## src/rtl/chull_pkg.sv

```systemverilog
package chull_pkg;

  typedef enum logic [3:0] {
    ST_IDLE,
    ST_SORT,
    ST_INIT,
    ST_POP,
    ST_SCAN,
    ST_SPLIT,
    ST_ORDER,
    ST_EMIT
  } chull_state_t;

  // commands from the controller to the datapath
  typedef struct packed {
    logic load;
    logic sort_start;
    logic init;
    logic pop;
    logic scan_start;
    logic split;
    logic order_start;
    logic emit_start;
    logic clear_set;
  } chull_cmd_t;

  // status from the datapath to the controller
  typedef struct packed {
    logic sort_done;
    logic empty;
    logic stack_empty;
    logic scan_done;
    logic order_done;
    logic emit_done;
  } chull_sts_t;

endpackage

```

## src/rtl/chull_ctrl.sv

```systemverilog
module chull_ctrl (
  input  logic                 clk,
  input  logic                 rst_n,
  input  logic                 start,
  input  logic                 in_last_point,
  input  chull_pkg::chull_sts_t sts,
  output chull_pkg::chull_cmd_t cmd,
  output logic                 busy
);
  import chull_pkg::*;

  chull_state_t state_r, state_nxt;

  // hold state
  always_ff @(posedge clk) begin
    if (!rst_n) begin
      state_r <= ST_IDLE;
    end else begin
      state_r <= state_nxt;
    end
  end

  // next state
  always_comb begin
    state_nxt = state_r;
    unique case (state_r)
      ST_IDLE:  if (start && in_last_point) state_nxt = ST_SORT;
      ST_SORT:  if (sts.sort_done) state_nxt = sts.empty ? ST_IDLE : ST_INIT;
      ST_INIT:  state_nxt = ST_POP;
      ST_POP:   state_nxt = sts.stack_empty ? ST_ORDER : ST_SCAN;
      ST_SCAN:  if (sts.scan_done) state_nxt = ST_SPLIT;
      ST_SPLIT: state_nxt = ST_POP;
      ST_ORDER: if (sts.order_done) state_nxt = ST_EMIT;
      ST_EMIT:  if (sts.emit_done) state_nxt = ST_IDLE;
      default:  state_nxt = ST_IDLE;
    endcase
  end

  // outputs
  always_comb begin
    cmd = '0;
    busy = (state_r != ST_IDLE);
    unique case (state_r)
      ST_IDLE: begin
        cmd.load = start;
        cmd.sort_start = start && in_last_point;
      end
      ST_SORT: cmd.init = sts.sort_done && !sts.empty;
      ST_INIT: ;
      ST_POP: begin
        cmd.pop = !sts.stack_empty;
        cmd.order_start = sts.stack_empty;
      end
      ST_SCAN:  ;
      ST_SPLIT: cmd.split = 1'b1;
      ST_ORDER: cmd.emit_start = sts.order_done;
      ST_EMIT:  cmd.clear_set = sts.emit_done;
      default:  ;
    endcase
    if (state_r == ST_SORT && sts.sort_done && sts.empty) cmd.clear_set = 1'b1;
    if (state_r == ST_POP && !sts.stack_empty) cmd.scan_start = 1'b1;
  end

endmodule

```

## config.mk

```make
export PLATFORM = sky130hd
export DESIGN_NAME = chull_ctrl
export DESIGN_NICKNAME = d
export VERILOG_FILES = /design/src/rtl/chull_pkg.sv /design/src/rtl/chull_ctrl.sv
export SDC_FILE = /design/constraint.sdc
export NUM_CORES = 1
export LEC_CHECK = 0
export BUFFER_PORTS_ARGS = -buffer_cell sky130_fd_sc_hd__buf_2
export CAP_MARGIN = 20
export CORE_AREA = 2 2 39 41
export CTS_CLUSTER_DIAMETER = 200
export DETAILED_ROUTE_END_ITERATION = 12
export DIE_AREA = 0 0 41 43
export HOLD_SLACK_MARGIN = 0.15
export SLEW_MARGIN = 20
export SYNTH_ARGS = -nofsm -noshare
export SYNTH_HDL_FRONTEND = slang
export SYNTH_SLANG_ARGS = --single-unit
export TNS_END_PERCENT = 30
```

## constraint.sdc

```tcl
create_clock -name clk -period 1 [get_ports clk]
set_input_delay 0.2 -clock clk [delete_from_list [all_inputs] [get_ports clk]]
set_output_delay 0.2 -clock clk [all_outputs]
set_load 0.03 [all_outputs]
```

==> run summary <==
highest ir drop seen on vdd = 0.4819 mV
met2 Resource Use GR = 20.94%
final WL = 896 µm
Synth top area share = 19.43%
most frequent cell after synthesis = nand2_1
Post-synth ARST share = 0%
CTS max path bufs = 2
routed wire length per instance = 10.30 µm
GR Util met3 = 3.141%
Synth Instances = 40
grt total ovfl = 0
# fillers = 139
Worst Tran Pin Value = 0.2296 ns
RSZ-0062 raised after global routing = true
clk_lat worst skew = 0.25 ns
ys flop type = dfxtp_1
power share of the clock group = 41.1%
top cell type by total area after synthesis = dfxtp_1
clock period minus worst slack = 1.410 ns
status = complete, but fails checks
reg-to-reg endpoint = state_r[1]
Combinational Power Share = 35.7%
nature of the critical path startpoint = register
Final Max Slew Viols = 0
P_leak = 0.0002860 µW
DRC violations left = 0
CTS tree = done
Final setup viols = 11
cell count of the worst hold path = 3
max cap viols = 0
kind of critical path = reg -> out
Nets = 82
syn nets = 50
Core ar. = 0.001384 mm²
pwr dens = 901.7 mW/mm²
layout cell share with drive strength beyond 1 = 73.24%
Max stage delay on crit path = 0.40 ns
Antenna Nets Post-Route = 0
register area share after synthesis = 19.43%
Worst Path Max Fanout = 6
initial antenna violation count = 0
final hold vios = 0
Worst Reg-to-Reg Cells = 4
antenna cells = 0
Post-Layout Cell Count = 87
biggest regs = state_r x3
HPWL Detailed = 654 µm
Yosys reg bits = 3
Avg Cell Area, Syn = 7.726 µm²
first-pass GRT wire length = 1.449 mm
Cell Rows = 14
Critical R2R Launch = state_r[2]
drt initial violations = 2
CTS sink cnt = 3
sum of negative setup slack = -3.520 ns
hold endpoint = state_r[0]
gpl congestion = 0.8354
Worst Path Arrival = 1.21 ns
fmax = 709.2 MHz
HP Class = in -> reg
top post-synthesis cells by count = nand2_1 (5), dfxtp_1 (3), nor2_1 (3), nor2b_1 (3)
Root Driver = clkbuf_4
skew final = 0.004402 ns
sw frac = 32.81%
clock buffers created by TritonCTS = 3
pin count of the biggest net entering global routing = 9
buffer count from post-CTS setup fixing = 0
CP required = 0.80 ns
reg2reg setup slack = -0.08 ns
final setup margin = -0.4100 ns
busiest metal layer after global routing = met2
drt via density = 4.632
Distinct cells, synth = 26
Max-slew headroom = 84.57%
Top reg by flops = state_r
period utilization = 141.0%
vias post-DR = 403
# IOs = 20
Sequential Power Share = 23.2%
Clk pin slew, worst setup/hold paths = 0.04 ns
CP Capture Type = output pin
Pre-antenna DRT Iters = 2
Largest register FFs = 3
Worst Hold Launch = rst_n
Cell Chain, Critical Path = or3_4 -> nor2_4 -> buf_6
die span in y = 43 µm
Layout area overhead = 100.0%
Inst Count DP = 83
M1 GR Usage = 11.54%
failing checks = negative setup slack
initial core utilization = 22.33%
Synthesis Warnings = 0
CP max stage cell = or3_4
number of global-route vias before repair = 372
ranking of synthesized cells by area = dfxtp_1 (19%), nor3_2 (6.5%), nand2_1 (6.1%)
pre-CTS WS = -0.2196 ns
die area = 0.001763 mm²
net switching power = 182.8 µW
gr usage total = 13.04%
IO buf count = 19
Post-Syn Area = 309.0 µm²
number of synthesized flops with an enable pin = 0
utilization after layout = 44.67%
Internal = 374.5 µW
chip width = 41 µm
H-tree lvl count = 1
[area by class of cell]
| cell class | instances | area [µm²] | area share (%) |
|---|---|---|---|
| sequential | 3 | 66.31 | 10.73 |
| clock buffer | 4 | 26.28 | 4.251 |
| timing repair buffer | 31 | 234.0 | 37.85 |
| multi-input combinational | 32 | 267.8 | 43.32 |
| tap | 16 | 20.02 | 3.239 |
| inverter | 1 | 3.754 | 0.6073 |
[cells by family after synthesis]
logic type | Yosys count | share of synthesized area [%]
buffers and inverters | 5 | 11.33
AO/OA/AOI/OAI | 6 | 14.98
flip-flops | 3 | 19.43
AND/OR/NAND/NOR | 26 | 54.25
[layout by cell type (no fill, tap or decap), drive strengths merged]
cell    synthesis  routed
nor3b           2       2
nor4            1       1
and3            2       2
a31oi           1       1
nand2b          1       1
nor2b           3       3
and3b           1       1
nand3b          1       1
o21ai           2       2
clkbuf          0       4
nor3            3       3
dfxtp           3       3
o31ai           1       1
buf             4      31
or3             1       1
inv             1       1
nand2           5       5
nand3           1       1
a21boi          1       1
nor2            5       5
o211a           1       1
[layer usage]
layer	vias to the layer above	part of all wire (%)
li1	201	-
met1	182	35
met2	16	53
met3	4	5.9
met4	0	5.0
met5	-	0
[critical path, delay by kind of cell (launching register included)]
kind	cells	cell delay (ns)
AND/OR/NAND/NOR	2	0.49
buffers and inverters	1	0.13
flip-flops	1	0.33
[how the worst max path moves through the flow]
| stage | start | to | cells past startpoint |
|---|---|---|---|
| after global placement | state_r[2] | cmd[8] | 3 |
| after CTS | state_r[2] | cmd[7] | 3 |
| final | state_r[2] | cmd[7] | 3 |
| after global routing | state_r[2] | cmd[7] | 3 |
| after floorplan | state_r[1] | cmd[5] | 4 |
| after detailed placement | state_r[2] | cmd[7] | 3 |
[what timing repair did]
item                                    in CTS  in global routing
endpoints found under the hold margin        0                  0
resized for setup                           22                  1
endpoints found under the setup margin      12                 12
pin swaps                                    3                  1
hold buffers                                 0                  0
[power by group through the flow]
stage | Combinational [µW] | Sequential (µW) | Clock [µW]
6_report | 199 | 130 | 229
2_1_floorplan | 100 | 132 | 0
5_1_grt | 214 | 131 | 251
3_3_place_gp | 168 | 132 | 0
3_5_place_dp | 171 | 132 | 0
4_1_cts | 198 | 129 | 237
[stage by stage]
stage                     power (µW)  area, µm²  hold WS, ns
after floorplan                232.4      351.6       0.3329
final                          557.4      618.1       0.2186
after detailed placement       302.8      518.0       0.4793
after global placement         300.6      518.0       0.4797
after global routing           595.4      618.1       0.2215
after CTS                      564.3      613.1       0.2164
(Power assumes the default switching activity.)
